### src/rtl/core/real_to_radix_digit_string_assert.svh
// Assertion macros for the real-to-radix digit string block.
// Used by the top level; expects clk_i and rst_ni in scope.
`ifndef REAL_TO_RADIX_DIGIT_STRING_ASSERT_SVH
`define REAL_TO_RADIX_DIGIT_STRING_ASSERT_SVH

// same-cycle implication
`define R2R_ASSERT_IMP(name, pre, post, msg) \
  name: assert property (@(posedge clk_i) disable iff (!rst_ni) (pre) |-> (post)) \
    else $error(msg);

// next-cycle implication
`define R2R_ASSERT_NEXT(name, pre, post, msg) \
  name: assert property (@(posedge clk_i) disable iff (!rst_ni) (pre) |=> (post)) \
    else $error(msg);

`endif

### src/rtl/core/r2rds_pkg.sv
// Shared types, constants and helpers for the real-to-radix digit string block.
// No dependencies.
package r2rds_pkg;

  localparam int unsigned WHOLE_WIDTH         = 32;
  localparam int unsigned FRAC_BITS           = 32;
  localparam int unsigned MAX_FRAC_DIGITS_DEF = 10;
  localparam int unsigned RADIX_W             = 5;
  localparam int unsigned CHAR_W              = 7;
  localparam int unsigned DIGIT_W             = 4;

  localparam int unsigned DIV_BITS    = 8;
  localparam int unsigned DIV_CYCLES  = WHOLE_WIDTH / DIV_BITS;
  localparam int unsigned DIV_CNT_W   = (DIV_CYCLES > 1) ? $clog2(DIV_CYCLES) : 1;
  localparam int unsigned STORE_DEPTH = WHOLE_WIDTH;
  localparam int unsigned STORE_IDX_W = $clog2(STORE_DEPTH);
  localparam int unsigned COUNT_W     = STORE_IDX_W + 1;
  localparam int unsigned BIT_IDX_W   = $clog2(WHOLE_WIDTH);

  localparam logic [BIT_IDX_W-1:0] MIN_BIN_TOP = BIT_IDX_W'(3);

  localparam logic [RADIX_W-1:0] RADIX_MIN = RADIX_W'(2);
  localparam logic [RADIX_W-1:0] RADIX_MAX = RADIX_W'(16);
  localparam logic [RADIX_W-1:0] RADIX_BIN = RADIX_W'(2);

  localparam logic [CHAR_W-1:0] CH_NUL   = 7'h00;
  localparam logic [CHAR_W-1:0] CH_ZERO  = 7'h30;
  localparam logic [CHAR_W-1:0] CH_ONE   = 7'h31;
  localparam logic [CHAR_W-1:0] CH_MINUS = 7'h2D;
  localparam logic [CHAR_W-1:0] CH_DOT   = 7'h2E;
  localparam logic [CHAR_W-1:0] CH_A     = 7'h41;

  typedef struct packed {
    logic signed [WHOLE_WIDTH-1:0] whole_part;
    logic [FRAC_BITS-1:0]          frac_part;
    logic [RADIX_W-1:0]            radix;
  } item_t;

  typedef struct packed {
    logic [CHAR_W-1:0] char_code;
    logic              last;
    logic              bad_radix;
  } result_t;

  typedef enum logic [3:0] {
    ST_IDLE,
    ST_ERR,
    ST_ZERO,
    ST_DIV,
    ST_SIGN,
    ST_DIG,
    ST_BIN,
    ST_DOT,
    ST_FRAC
  } state_e;

  typedef enum logic [2:0] {
    EMIT_NONE,
    EMIT_ERR,
    EMIT_ZERO,
    EMIT_MINUS,
    EMIT_DOT,
    EMIT_STORE,
    EMIT_BIT,
    EMIT_FRAC
  } emit_e;

  typedef struct packed {
    logic  load;
    logic  div_step;
    emit_e emit;
    logic  last;
  } cmd_t;

  typedef struct packed {
    logic bad_radix;
    logic mag_zero;
    logic neg;
    logic bin_neg;
    logic frac_nz;
    logic div_done;
    logic count_one;
    logic bidx_zero;
    logic frac_end;
  } status_t;

  function automatic logic [CHAR_W-1:0] digit_char(input logic [DIGIT_W-1:0] d);
    logic [CHAR_W-1:0] dx;
    dx = CHAR_W'(d);
    if (d < DIGIT_W'(10)) begin
      return CH_ZERO + dx;
    end else begin
      return CH_A + dx - CHAR_W'(10);
    end
  endfunction

endpackage

### src/rtl/core/r2rds_ctrl.sv
// Sequencing state machine of the real-to-radix digit string block.
// Depends on r2rds_pkg; drives the datapath by cmd_t, reads status_t.
module r2rds_ctrl
  import r2rds_pkg::*;
(
  input  logic    clk_i,
  input  logic    rst_ni,
  input  logic    start_i,
  input  status_t status_i,
  output logic    busy_o,
  output cmd_t    cmd_o
);

  state_e state_q, state_d;

  always_ff @(posedge clk_i or negedge rst_ni) begin
    if (!rst_ni) begin
      state_q <= ST_IDLE;
    end else begin
      state_q <= state_d;
    end
  end

  always_comb begin
    state_d       = state_q;
    cmd_o.load     = 1'b0;
    cmd_o.div_step = 1'b0;
    cmd_o.emit     = EMIT_NONE;
    cmd_o.last     = 1'b0;
    busy_o         = (state_q != ST_IDLE);
    unique case (state_q)
      ST_IDLE: begin
        if (start_i) begin
          cmd_o.load = 1'b1;
          if (status_i.bad_radix) begin
            state_d = ST_ERR;
          end else if (status_i.mag_zero) begin
            state_d = ST_ZERO;
          end else begin
            state_d = ST_DIV;
          end
        end
      end
      ST_ERR: begin
        cmd_o.emit = EMIT_ERR;
        cmd_o.last = 1'b1;
        state_d    = ST_IDLE;
      end
      ST_ZERO: begin
        cmd_o.emit = EMIT_ZERO;
        cmd_o.last = !status_i.frac_nz;
        state_d    = status_i.frac_nz ? ST_DOT : ST_IDLE;
      end
      ST_DIV: begin
        cmd_o.div_step = 1'b1;
        if (status_i.div_done) begin
          if (status_i.bin_neg) begin
            state_d = ST_BIN;
          end else if (status_i.neg) begin
            state_d = ST_SIGN;
          end else begin
            state_d = ST_DIG;
          end
        end
      end
      ST_SIGN: begin
        cmd_o.emit = EMIT_MINUS;
        state_d    = ST_DIG;
      end
      ST_DIG: begin
        cmd_o.emit = EMIT_STORE;
        cmd_o.last = status_i.count_one && !status_i.frac_nz;
        if (status_i.count_one) begin
          state_d = status_i.frac_nz ? ST_DOT : ST_IDLE;
        end
      end
      ST_BIN: begin
        cmd_o.emit = EMIT_BIT;
        cmd_o.last = status_i.bidx_zero && !status_i.frac_nz;
        if (status_i.bidx_zero) begin
          state_d = status_i.frac_nz ? ST_DOT : ST_IDLE;
        end
      end
      ST_DOT: begin
        cmd_o.emit = EMIT_DOT;
        state_d    = ST_FRAC;
      end
      ST_FRAC: begin
        cmd_o.emit = EMIT_FRAC;
        cmd_o.last = status_i.frac_end;
        if (status_i.frac_end) begin
          state_d = ST_IDLE;
        end
      end
      default: begin
        state_d = ST_IDLE;
      end
    endcase
  end

endmodule

### src/rtl/core/r2rds_datapath.sv
// Datapath of the real-to-radix digit string block: radix divider, digit
// store, fraction multiplier and the result register. Depends on r2rds_pkg.
module r2rds_datapath
  import r2rds_pkg::*;
#(
  parameter int unsigned MAX_FRAC_DIGITS = MAX_FRAC_DIGITS_DEF
) (
  input  logic    clk_i,
  input  logic    rst_ni,
  input  item_t   item_i,
  input  cmd_t    cmd_i,
  output status_t status_o,
  output logic    result_valid_o,
  output result_t result_o
);

  localparam int unsigned FCNT_W = $clog2(MAX_FRAC_DIGITS + 1);
  localparam int unsigned PROD_W = FRAC_BITS + RADIX_W;

  logic [RADIX_W-1:0]     radix_q;
  logic [WHOLE_WIDTH-1:0] quot_q;
  logic [WHOLE_WIDTH-1:0] tc_q;
  logic [DIGIT_W-1:0]     part_q;
  logic [DIV_CNT_W-1:0]   sub_q;
  logic [COUNT_W-1:0]     count_q;
  logic [BIT_IDX_W-1:0]   bidx_q;
  logic [FRAC_BITS-1:0]   frac_q;
  logic [FCNT_W-1:0]      fcnt_q;
  logic                   neg_q;
  logic                   bin_neg_q;
  logic                   frac_nz_q;
  logic [DIGIT_W-1:0]     store_q [STORE_DEPTH];
  logic                   valid_q;
  result_t                result_q, result_d;

  logic [WHOLE_WIDTH-1:0] w_u;
  logic [WHOLE_WIDTH-1:0] mag;
  logic                   in_neg;
  logic [WHOLE_WIDTH-1:0] div_quot;
  logic [DIGIT_W-1:0]     div_part;
  logic                   div_last;
  logic [COUNT_W-1:0]     count_m1;
  logic [COUNT_W-1:0]     len;
  logic [BIT_IDX_W-1:0]   bin_top;
  logic [STORE_IDX_W-1:0] rd_idx;
  logic [PROD_W-1:0]      prod;
  logic [DIGIT_W-1:0]     frac_digit;
  logic [FRAC_BITS-1:0]   frac_next;

  // magnitude of the whole part; the most negative code saturates
  assign w_u    = item_i.whole_part;
  assign in_neg = w_u[WHOLE_WIDTH-1];
  always_comb begin
    if (w_u == {1'b1, {(WHOLE_WIDTH-1){1'b0}}}) begin
      mag = {1'b0, {(WHOLE_WIDTH-1){1'b1}}};
    end else if (in_neg) begin
      mag = '0 - w_u;
    end else begin
      mag = w_u;
    end
  end

  // DIV_BITS restoring steps per cycle on a narrow partial remainder
  always_comb begin
    logic [DIGIT_W:0]       trial;
    logic [DIGIT_W-1:0]     part;
    logic [WHOLE_WIDTH-1:0] quot;
    part = part_q;
    quot = quot_q;
    for (int k = 0; k < DIV_BITS; k++) begin
      trial = {part, quot[WHOLE_WIDTH-1]};
      quot  = {quot[WHOLE_WIDTH-2:0], 1'b0};
      if (trial >= radix_q) begin
        trial   = trial - radix_q;
        quot[0] = 1'b1;
      end
      part = trial[DIGIT_W-1:0];
    end
    div_quot = quot;
    div_part = part;
  end

  assign div_last = (sub_q == DIV_CNT_W'(DIV_CYCLES - 1));
  assign count_m1 = count_q - COUNT_W'(1);
  assign rd_idx   = count_m1[STORE_IDX_W-1:0];
  assign len      = count_q + COUNT_W'(1);
  assign bin_top  = (len < COUNT_W'(MIN_BIN_TOP)) ? MIN_BIN_TOP : len[BIT_IDX_W-1:0];

  assign prod       = PROD_W'(frac_q) * PROD_W'(radix_q);
  assign frac_digit = prod[FRAC_BITS +: DIGIT_W];
  assign frac_next  = prod[FRAC_BITS-1:0];

  assign status_o.bad_radix = (item_i.radix < RADIX_MIN) || (item_i.radix > RADIX_MAX);
  assign status_o.mag_zero  = (w_u == '0);
  assign status_o.neg       = neg_q;
  assign status_o.bin_neg   = bin_neg_q;
  assign status_o.frac_nz   = frac_nz_q;
  assign status_o.div_done  = div_last && (div_quot == '0);
  assign status_o.count_one = (count_q == COUNT_W'(1));
  assign status_o.bidx_zero = (bidx_q == '0);
  assign status_o.frac_end  = (frac_next == '0) || (fcnt_q == FCNT_W'(MAX_FRAC_DIGITS - 1));

  always_ff @(posedge clk_i) begin
    if (cmd_i.load) begin
      radix_q   <= item_i.radix;
      quot_q    <= mag;
      tc_q      <= '0 - mag;
      part_q    <= '0;
      sub_q     <= '0;
      count_q   <= '0;
      bidx_q    <= '0;
      neg_q     <= in_neg;
      bin_neg_q <= in_neg && (item_i.radix == RADIX_BIN);
      frac_q    <= item_i.frac_part;
      frac_nz_q <= (item_i.frac_part != '0);
      fcnt_q    <= '0;
    end
    if (cmd_i.div_step) begin
      quot_q <= div_quot;
      if (div_last) begin
        sub_q                             <= '0;
        part_q                            <= '0;
        store_q[count_q[STORE_IDX_W-1:0]] <= div_part;
        count_q                           <= len;
        bidx_q                            <= bin_top;
      end else begin
        sub_q  <= sub_q + DIV_CNT_W'(1);
        part_q <= div_part;
      end
    end
    case (cmd_i.emit)
      EMIT_STORE: count_q <= count_m1;
      EMIT_BIT:   bidx_q <= bidx_q - BIT_IDX_W'(1);
      EMIT_FRAC: begin
        frac_q <= frac_next;
        fcnt_q <= fcnt_q + FCNT_W'(1);
      end
      default: ;
    endcase
  end

  always_comb begin
    result_d.last      = cmd_i.last;
    result_d.bad_radix = 1'b0;
    unique case (cmd_i.emit)
      EMIT_NONE:  result_d.char_code = CH_NUL;
      EMIT_ERR: begin
        result_d.char_code = CH_NUL;
        result_d.bad_radix = 1'b1;
      end
      EMIT_ZERO:  result_d.char_code = CH_ZERO;
      EMIT_MINUS: result_d.char_code = CH_MINUS;
      EMIT_DOT:   result_d.char_code = CH_DOT;
      EMIT_STORE: result_d.char_code = digit_char(store_q[rd_idx]);
      EMIT_BIT:   result_d.char_code = tc_q[bidx_q] ? CH_ONE : CH_ZERO;
      EMIT_FRAC:  result_d.char_code = digit_char(frac_digit);
      default:    result_d.char_code = CH_NUL;
    endcase
  end

  always_ff @(posedge clk_i or negedge rst_ni) begin
    if (!rst_ni) begin
      valid_q <= 1'b0;
    end else begin
      valid_q <= (cmd_i.emit != EMIT_NONE);
    end
  end

  always_ff @(posedge clk_i) begin
    result_q <= result_d;
  end

  assign result_valid_o = valid_q;
  assign result_o       = result_q;

endmodule

### src/rtl/core/real_to_radix_digit_string.sv
// Top level of the real-to-radix digit string block.
// Depends on r2rds_pkg, r2rds_ctrl, r2rds_datapath and the assertion header.
//
// Usage: drive item_i and raise start_i; the item is taken at a rising edge
// with start_i high and busy_o low. busy_o stays high until the last
// character has been issued. Characters come out one per beat on result_o,
// each valid for exactly one cycle with result_valid_o high; the final one
// has last set. The receiver cannot hold results off and must take every beat.
// An invalid radix gives a single beat with bad_radix and last set.
// Operation: the item is loaded, then the whole part is divided by the radix,
// eight quotient bits per cycle, one whole-part digit per full division, then
// the characters are issued in order (sign, digits or two's-complement bits,
// point, fraction digits). The first character appears in the cycle after
// its state is entered, through the result register.
// Reset: asynchronous, active low; the block returns idle with no beat pending
// and is ready for a start on the first cycle after reset is released.
`include "real_to_radix_digit_string_assert.svh"
module real_to_radix_digit_string
  import r2rds_pkg::*;
#(
  parameter int unsigned MAX_FRAC_DIGITS = MAX_FRAC_DIGITS_DEF
) (
  input  logic    clk_i,
  input  logic    rst_ni,
  input  logic    start_i,
  input  item_t   item_i,
  output logic    busy_o,
  output logic    result_valid_o,
  output result_t result_o
);

  cmd_t    cmd;
  status_t status;

  r2rds_ctrl u_ctrl (
    .clk_i    (clk_i),
    .rst_ni   (rst_ni),
    .start_i  (start_i),
    .status_i (status),
    .busy_o   (busy_o),
    .cmd_o    (cmd)
  );

  r2rds_datapath #(
    .MAX_FRAC_DIGITS (MAX_FRAC_DIGITS)
  ) u_datapath (
    .clk_i          (clk_i),
    .rst_ni         (rst_ni),
    .item_i         (item_i),
    .cmd_i          (cmd),
    .status_o       (status),
    .result_valid_o (result_valid_o),
    .result_o       (result_o)
  );

  `R2R_ASSERT_IMP(a_last_ends_busy, result_valid_o && result_o.last, !busy_o, "busy after last beat")
  `R2R_ASSERT_IMP(a_mid_keeps_busy, result_valid_o && !result_o.last, busy_o, "idle mid-string")
  `R2R_ASSERT_NEXT(a_accept_busy, start_i && !busy_o, busy_o, "accepted item did not start")
  `R2R_ASSERT_IMP(a_err_alone, result_valid_o && result_o.bad_radix, result_o.last && (result_o.char_code == CH_NUL), "error beat malformed")

endmodule

### config.mk
export PLATFORM = sky130hd
export DESIGN_NAME = real_to_radix_digit_string
export DESIGN_NICKNAME = d
export VERILOG_FILES = /design/src/rtl/core/r2rds_pkg.sv /design/src/rtl/core/r2rds_ctrl.sv /design/src/rtl/core/r2rds_datapath.sv /design/src/rtl/core/real_to_radix_digit_string.sv
export VERILOG_INCLUDE_DIRS = /design/src /design/src/rtl/core
export SDC_FILE = /design/constraint.sdc
export NUM_CORES = 1
export LEC_CHECK = 0
export ABC_AREA = 1
export BUFFER_PORTS_ARGS = -buffer_cell sky130_fd_sc_hd__buf_4
export CELL_PAD_IN_SITES_DETAIL_PLACEMENT = 0
export CELL_PAD_IN_SITES_GLOBAL_PLACEMENT = 1
export CORE_MARGIN = 2
export CORE_UTILIZATION = 40
export CTS_CLUSTER_SIZE = 28
export DETAILED_ROUTE_END_ITERATION = 10
export PLACE_DENSITY_LB_ADDON = 0.1
export SLEW_MARGIN = 15
export SYNTH_ARGS = -nofsm -noshare
export SYNTH_HDL_FRONTEND = slang
export SYNTH_SLANG_ARGS = --single-unit
### constraint.sdc
create_clock -name clk_i -period 23.6 [get_ports clk_i]
set_input_delay 3.54 -clock clk_i [delete_from_list [all_inputs] [get_ports clk_i]]
set_output_delay 3.54 -clock clk_i [all_outputs]
set_load 0.05 [all_outputs]
==> reports/metrics.csv <==
metric;value;unit
die_area;0.0544;mm²
fin_hold_ws;0.558;ns
startpoint_type;flip-flop;
maxCapViolations;0;
io_buffers;82;
synthAdderAreaFrac;15.0;%
cts_max_level;1;
first_iter_violations;1173;
finalNetCount;2973;
syn_nets;2917;
cts_tree;done;
ff2ff_setup_slack;9.59;ns
synth_compound_area_share;8.93;%
areaGrowthSynthToFinish;11.3;%
postRouteAntennaNets;0;
critPathMostFrequentCell;nand2_1;
die_height;233;µm
r2r-start;u_datapath.radix_q[2]$_DFFE_PP_;
grt_pass1_wl;97500;µm
grt_pass1_vias;17153;
io_pins;83;
rsz0062_at_grt;false;
hold_depth;2;
synthCells;2651;
synth_xor_area_share;3.00;%
min_from;u_ctrl.state_q[1]$_DFFE_PN0P_;
ys_warn_count;0;
synthFlopType;edfxtp_1;
crit_fanout;33;
fin_crit;14.01;ns
start_util;40.7;%
synth-edff-count;242;
reg2regPathDepth;71;
min_to;u_ctrl.state_q[1]$_DFFE_PN0P_;
yosysUniqueCellTypes;64;
wl_per_cell;18.3;µm
track_usage;23.1;%
arrival;14.19;ns
drt-pass1-iter-count;5;
synth_top_family_by_area;simple AND/OR/NAND/NOR gates;
place_hpwl;48200;µm
final_cell_mix;nand2_1 (706), inv_1 (400), nor2_1 (304);
final_common_cell;nand2_1;
finalClockSkew;0.0287;ns
postCtsSetupRepairBufs;0;
grt_max_degree;72;
fmax;71.4;MHz
hold_violations;0;
totalWireLength;62400;µm
synthMuxAreaShare;0;%
critPathMaxStageDelay;0.51;ns
synth-simple-area-share;27.0;%
drv_slew;0;
cts_resized;0;
r2r-end;u_datapath.store_q[11][1]$_DFFE_PP_;
status;finished, final reports clean;
syn-cell-area;0.0210;mm²
cts_hold_buf;0;
clk_pin_slew_worst_paths;0.06;ns
tns;0;ns
layout-drive-gt1-share;9.26;%
drc_errors;0;
insertion_delay;0.61;ns
yosysSeqAreaShare;37.1;%
synth-async-reset-ratio;1.87;%
cts_buffers;31;
routed_via_density;5.15;
routabilityCongestion;0.901;
diodes;0;
die_w;233;µm
maxSlewHeadroom;27.9;%
cts_root_buffer;clkbuf_16;
hold_path.class;reg2reg;
cp-end-kind;flip-flop;
worstMarginPinSlew;1.08;ns
crit_slowest_cell;a21oi_1;
syn_avg_cell_area;7.92;µm²
clockBufferDepth;3;
rows;83;
worstSetupPathType;reg2reg;
ys_ff_latch;267;
cp_data_required_time;23.78;ns
min_period_over_period;59.4;%
cts.sinks;267;
overflow;0;
num_vias;17561;
setup_viol;0;
antenna_found_initial;2;
core;0.0516;mm²
per-stage QoR:
stage | utilization, % | setup slack (ns) | cell area [µm²] | instances
2_1_floorplan | - | 12.01 | 21000 | 2651
3_3_place_gp | 43.2 | 10.08 | 22300 | 3354
3_5_place_dp | 43.2 | 9.60 | 22300 | 3354
4_1_cts | 45.3 | 9.58 | 23400 | 3412
5_1_grt | 45.3 | 7.96 | 23400 | 3412
6_report | 45.3 | 9.59 | 23400 | 3412
final cells by class:
type / count / area [µm²]
well taps: 680 / 851
inverters: 416 / 1570
flip-flops and latches: 267 / 7790
clock inverters: 17 / 175
clock buffers: 41 / 938
repair buffers: 95 / 713
multi-input cells: 1896 / 11400
fillers: 5183 / 28200
routing by layer:
layer / part of all wire (%) / up-vias / GRT usage [%]
met5: 0 / - / 0
met4: 2.0 / 0 / 4.78
met3: 5.1 / 67 / 3.00
met2: 44 / 410 / 36.0
met1: 49 / 8372 / 34.3
li1: - / 8712 / -
synth_stat cells (all sizes together), types with 2 or more instances:
library cell,number,area (µm²)
a211oi,2,15.0
a21boi,2,15.0
a21o,4,30.0
a21oi,53,292
a221oi,4,35.0
a22oi,2,15.0
a31oi,25,156
a32o,4,40.0
a41oi,2,17.5
and2,3,18.8
buf,20,119
clkbuf,52,196
clkinv,2,7.51
dfrtp,5,125
dfxtp,20,400
edfxtp,242,7270
fa,97,1940
ha,97,1210
inv,414,1560
nand2,726,2790
nand3,160,866
nand3b,11,82.6
nand4,33,213
nor2,330,1360
nor3,26,163
nor4,15,93.8
o211ai,26,195
o21a,4,30.0
o21ai,166,838
o21bai,3,22.5
o221ai,12,105
o31ai,5,37.5
or2,12,75.1
xnor2,18,184
xor2,48,447
sequential cells by signal, indices dropped and copies added, names as in the netlist:
signal and cells:
u_datapath.store_q 128, u_datapath.frac_q 32, u_datapath.quot_q 32, u_datapath.tc_q 32, u_datapath.result_o 9, u_datapath.count_q 6
u_datapath.bidx_q 5, u_datapath.radix_q 5, u_ctrl.state_q 4, u_datapath.fcnt_q 4, u_datapath.part_q 4, u_datapath.sub_q 2
u_datapath.bin_neg_q 1, u_datapath.frac_nz_q 1, u_datapath.neg_q 1, u_datapath.result_valid_o 1
logic make-up (layout without fill, tap and decap cells):
family / count (synthesis) / in the layout
AND/OR/NAND/NOR: 1318 / 1318
buffers and inverters: 488 / 569
AO/OA/AOI/OAI: 318 / 318
flip-flops: 267 / 267
adder cells (fa/ha/maj): 194 / 194
XOR/XNOR: 66 / 66
worst max path at each step:
stage               slack [ns]                            start  depth (start not counted)                             endpoint
global route              7.96  u_datapath.radix_q[2]$_DFFE_PP_                         70  u_datapath.store_q[31][1]$_DFFE_PP_
global placement         10.08  u_datapath.radix_q[2]$_DFFE_PP_                         71  u_datapath.store_q[10][1]$_DFFE_PP_
CTS                       9.58  u_datapath.radix_q[2]$_DFFE_PP_                         70  u_datapath.store_q[24][2]$_DFFE_PP_
finish                    9.59  u_datapath.radix_q[2]$_DFFE_PP_                         71  u_datapath.store_q[11][1]$_DFFE_PP_
detailed placement        9.60  u_datapath.radix_q[2]$_DFFE_PP_                         70  u_datapath.store_q[12][2]$_DFFE_PP_
floorplan                12.01  u_datapath.radix_q[1]$_DFFE_PP_                         71   u_datapath.store_q[0][1]$_DFFE_PP_
critical path, delay by kind of cell (launching register included):
| family | cells | cell delay [ns] |
|---|---|---|
| adders and majority gates | 8 | 2.61 |
| AOI/OAI and AO/OA | 27 | 6.26 |
| buffers and inverters | 10 | 2.15 |
| and+or+nand+nor | 26 | 2.17 |
| DFF | 1 | 0.32 |
Power is left out: the tool's default activity adds up to more than one toggle a clock period on the data nets, which glitch-free logic cannot reach.
